## config.mk

```make
export PLATFORM = sky130hd
export DESIGN_NAME = shbt_fifo
export DESIGN_NICKNAME = d
export VERILOG_FILES = /design/src/hdl/shbt_fifo.sv
export SDC_FILE = /design/constraint.sdc
export NUM_CORES = 1
export LEC_CHECK = 0
export BUFFER_PORTS_ARGS = -buffer_cell sky130_fd_sc_hd__buf_2
export CELL_PAD_IN_SITES_DETAIL_PLACEMENT = 0
export CELL_PAD_IN_SITES_GLOBAL_PLACEMENT = 1
export CORE_MARGIN = 2
export CORE_UTILIZATION = 40
export DETAILED_ROUTE_END_ITERATION = 7
export GPL_ROUTABILITY_DRIVEN = 0
export MAX_ROUTING_LAYER = met4
export PLACE_DENSITY = 0.72
export REMOVE_ABC_BUFFERS = 1
export SLEW_MARGIN = 20
export SYNTH_ARGS = -nofsm -noshare
export SYNTH_HDL_FRONTEND = slang
export SYNTH_SLANG_ARGS = --single-unit
```

## constraint.sdc

```tcl
create_clock -name clk_i -period 1.81 [get_ports clk_i]
set_clock_uncertainty 0.1 [all_clocks]
set_input_delay 0.2715 -clock clk_i [delete_from_list [all_inputs] [get_ports clk_i]]
set_output_delay 0.2715 -clock clk_i [all_outputs]
set_load 0.03 [all_outputs]
```

## src/hdl/shbt_fifo.sv

```systemverilog
// Small synchronous FIFO for request and result queues.
module shbt_fifo #(
  parameter type T     = logic [7:0],
  parameter int  DEPTH = 2
) (
  input  logic clk_i,
  input  logic rst_ni,
  input  logic push_i,
  input  T     data_i,
  output logic full_o,
  input  logic pop_i,
  output T     data_o,
  output logic empty_o
);

  localparam int PW = (DEPTH > 1) ? $clog2(DEPTH) : 1;
  localparam int CW = $clog2(DEPTH + 1);

  T              mem [DEPTH];
  logic [PW-1:0] wr_q, rd_q;
  logic [CW-1:0] cnt_q;
  logic          do_push, do_pop;

  assign full_o  = (cnt_q == CW'(DEPTH));
  assign empty_o = (cnt_q == '0);
  assign do_push = push_i && !full_o;
  assign do_pop  = pop_i && !empty_o;
  assign data_o  = mem[rd_q];

  always_ff @(posedge clk_i) begin
    if (do_push) begin
      mem[wr_q] <= data_i;
    end
  end

  always_ff @(posedge clk_i or negedge rst_ni) begin
    if (!rst_ni) begin
      wr_q  <= '0;
      rd_q  <= '0;
      cnt_q <= '0;
    end else begin
      if (do_push) begin
        wr_q <= (wr_q == PW'(DEPTH - 1)) ? '0 : wr_q + PW'(1);
      end
      if (do_pop) begin
        rd_q <= (rd_q == PW'(DEPTH - 1)) ? '0 : rd_q + PW'(1);
      end
      if (do_push && !do_pop) begin
        cnt_q <= cnt_q + CW'(1);
      end else if (do_pop && !do_push) begin
        cnt_q <= cnt_q - CW'(1);
      end
    end
  end

endmodule

```

## After elaboration in Yosys (flattened, before gate mapping)

Memories as Yosys holds them, arrays and structs flattened.
Cells that the tools add are included.

| storage, ports and cells | value |
|---|---|
| memory bits (writable) | 16 |
| memories | 1 |
| flip-flop bits (word level) | 4 |

| cells by class | value |
|---|---|
| multiplexer cells | 6 |
| add/sub/neg operators | 4 |
| equality and inequality tests | 1 |
| reductions and logical operators | 10 |

Memory list:

| memory | depth | width | read ports | clocked after memory_dff | wr ports | line | RTL |
|---|---|---|---|---|---|---|---|
| mem | 2 | 8 | 1 | 0 | 1 | 19 | `T mem [DEPTH];` |

Operators with widths:

| kind | number |
|---|---|
| $logic_and A1 B1 Y1 | 4 |
| $logic_not A1 Y1 | 4 |
| $mux W1 | 4 |
| $mux W2 | 2 |
| $add A1 B1 Y1 const B | 2 |
| $add A2 B1 Y2 const B | 1 |
| $eq A2 B2 Y1 const B | 1 |
| $logic_not A2 Y1 | 1 |
| $reduce_bool A2 Y1 | 1 |
| $sub A2 B1 Y2 const B | 1 |

## Logic depth before layout (Yosys ltp)

| logic depth | value |
|---|---|
| depth after elaboration | 7 |
| mapped depth | 7 |
| gate-level depth less buffers | 7 |

## Least setup slack after synthesis

No wires, ideal clock.

| timing path | value |
|---|---|
| kind | reg-to-reg |
| from | reg cnt_q[0] |
| to | mem mem[0][0] in the netlist's numbering (enable) |
| buffers on the path | 0 |
| data required time | 1.340 ns |
| cell stages (with the launch flop) | 4 |
| setup time | 0.370 ns |
| slack | 0.318 ns |
| arrival | 1.022 ns |
| cell sequence | dfrtp_1 nand2b_1 nand2_2 nor2_1 |

| on the way | value |
|---|---|
| cells in the longest elaborated chain, start to end | 5 |

Ends and longest elaborated chain:

| element | line | RTL |
|---|---|---|
| start, declared | 21 | `logic [CW-1:0] cnt_q;` |
| start signal, assigned | 49 | `cnt_q <= cnt_q + CW'(1);` |
| start signal, assigned | 51 | `cnt_q <= cnt_q - CW'(1);` |
| $eq A2 B2 Y1 | 24 | `assign full_o = (cnt_q == CW'(DEPTH));` |
| $logic_not A1 Y1 | 26 | `assign do_push = push_i && !full_o;` |
| $logic_and A1 B1 Y1 | 26 |  |
| $mux W1 | 31 | `if (do_push) begin` |
| $mux W1 (not written as such) | 32 | `mem[wr_q] <= data_i;` |
| end, declared | 19 |  |

Every way passes these cells.

==> out/metrics.cfg <==
[drt]
first_pass_iters=2
detail_route.wl_per_cell_um=11.6
vias=411
drtAntennaViolNets=0
drt_wl_total_um=1110
vias_per_cell=4.33
drtIter0Drc=2
post-route-drc-count=0

[worst_setup_path]
cpLargestDelayFamily=flip-flops
worst_setup_path_end_kind=output pin
path_depth=2
cp_cell_sequence=mux2_1 > buf_2
required_ps=1440
arrival_ps=1340
worstReg2RegEnd=cnt_q[1]
path_class=register to output pin
slowest_delay_ps=510
ff2ff_setup_slack_ps=250
critPathBufInv=1
worstRegToRegCells=7
crit_fanout=9
r2r-start=cnt_q[0]
critPathLaunchType=register
crit_path_top_delay_cell=dfrtp_2

[final_layout]
diodes=0
drive_above_1_share=0.443
finish.instance_area_um2=968
fin_util=0.543
syn_to_final_growth_pct=23.8
fin_nets=84

[clock_network]
clock-sinks=20
cts_buffers=3
htree_levels=1
cts_tree=done
cts_buffer_depth=2
clkTransAtPathRegs_ps=110
insertion_delay_ps=300
root_buffer=clkbuf_4

[placement]
hpwl_um=837
pre_cts_slack_ps=249
io_buffers=21
placed_area_um2=921

[timing]
slew_viol_final=0
worstMarginPinSlew_ps=382
setup_viol=0
setup_ws_ps=102
finalHoldViolations=0
fin_crit_sh=0.944
timing.setup.tns_ps=0
rsz0062_at_grt=no
max_freq_mhz=585
maxSlewHeadroom=0.745
min_period_ps=1710

[power]
power.total_uw=1620
combPwrFrac=0.388
p_sw_frac=0.374
p_int_uw=1020
p_leak_uw=0.000404
switching_power_uw=607
p_per_area_nw_per_um2=1680
power.share.sequential=0.459
peakVddDrop_uv=871
clockPowerShare=0.153

[run]
drv_cap=0

[min_path]
hold_class=input port to register
min_to=mem[0][3]
hold_start=data_i[3]
whs_path_depth=1

[synth]
synth_compound_area_frac=0.00640
synthXorXnorAreaFrac=0.0656
synth-simple-area-share=0.0384
netlist_area_um2=782
yosys-top-cells-area=edfxtp_1 61%, dfrtp_1 13%, mux2_1 8.6%, mux2_2 2.9%, xnor2_1 2.2%
synth_largest_area_cell=edfxtp_1
synthDominantCellAreaShare=0.614
synthCells=44
synthDistinctLibCells=15
synth_mux_area_frac=0.115
synth_area_per_cell_um2=17.8
yosysSeqAreaShare=0.742
synth_top_family_by_area=multiplexers
yosys_warnings=0
synth-main-ff-cell=edfxtp_1
synthMostInstantiatedCell=edfxtp_1
synth_fa_ha_area_frac=0.0160
synth_edf_count=16
ys_top_cells_by_count=16 x edfxtp_1, 6 x mux2_1, 4 x dfrtp_1
synth_seq_cells=20
async_flop_share=0.200

[grt]
antenna_found_initial=0
grt_pass1_vias=368
grt_pass1_wl_um=1630
grt_overflow=0
grt.total_usage=0.115
grt_max_degree=12

[floorplanning]
core_um2=1780
die_w_um=48.2
rows=15
dieArea_um2=2320
fp.dieH_um=48.2
ios=22
initial_core_util=0.439

[run_status]
status=finished, final reports clean

worst max-delay path by stage:
stage	from	end	slack [ps]
floorplan	cnt_q[0]	mem[0][0]	320
global placement	cnt_q[0]	cnt_q[1]	290
detailed placement	cnt_q[0]	cnt_q[1]	250
CTS	rd_q	data_o[7]	80
global route	rd_q	data_o[2]	40
finish	rd_q	data_o[6]	100
placed cells by master (no fill, tap or decap), types with 2 or more instances in the layout:
master / synthesis / final
buf_2: 1 / 21
clkbuf_4: 0 / 3
dfrtp_1: 4 / 3
edfxtp_1: 16 / 16
inv_1: 2 / 2
mux2_1: 6 / 6
mux2_2: 2 / 2
nor2_1: 3 / 3
xnor2_1: 2 / 2
xor2_1: 2 / 2
cell type report:
cell class	count	area, µm²
clock buffers	4	36.3
fillers	159	815
inverters	2	7.51
multi-input cells	21	189
flip-flops and latches	20	582
well taps	25	31.3
repair buffers	23	123
metal layers:
layer | track usage | share of wire | routed length (µm)
met5 | - | 0 | 0
met4 | 0.0649 | 0 | 0
met3 | 0.0333 | 0.054 | 60
met2 | 0.168 | 0.48 | 530
met1 | 0.140 | 0.47 | 515
flip-flops by register name, indices dropped and copies added, names as in the netlist:
| name | cells |
|---|---|
| wr_q | 1 |
| cnt_q | 2 |
| rd_q | 1 |
| mem | 16 |
cells by family (layout without fill, tap and decap cells):
kind of cell | count (synthesis) | after routing
XOR/XNOR | 5 | 5
AND/OR/NAND/NOR | 6 | 6
flip-flops | 20 | 20
adder cells (fa/ha/maj) | 1 | 1
buffers and inverters | 3 | 29
multiplexers | 8 | 8
AO/OA/AOI/OAI | 1 | 1
through the flow:
stage          hold WS (ps)  instances
2_1_floorplan          -124         43
6_report               55.4         95
3_3_place_gp          -14.9         90
3_5_place_dp          -14.4         90
4_1_cts                45.5         95
5_1_grt                38.6         95
repair_timing:
item                       in CTS  in global routing
setup buffers                   0                  0
hold endpoints to repair        4                  0
setup endpoints to repair       8                  0
gates resized for setup         1                  0
hold buffers                    1                  0
power by group through the flow:
stage	Sequential (µW)	Clock (µW)	Combinational, µW
after floorplan	729	0	486
after global placement	752	0	638
after detailed placement	755	0	639
after CTS	750	256	641
after global routing	761	274	685
final	745	249	629
No activity file was read; power rests on OpenSTA's default activity.
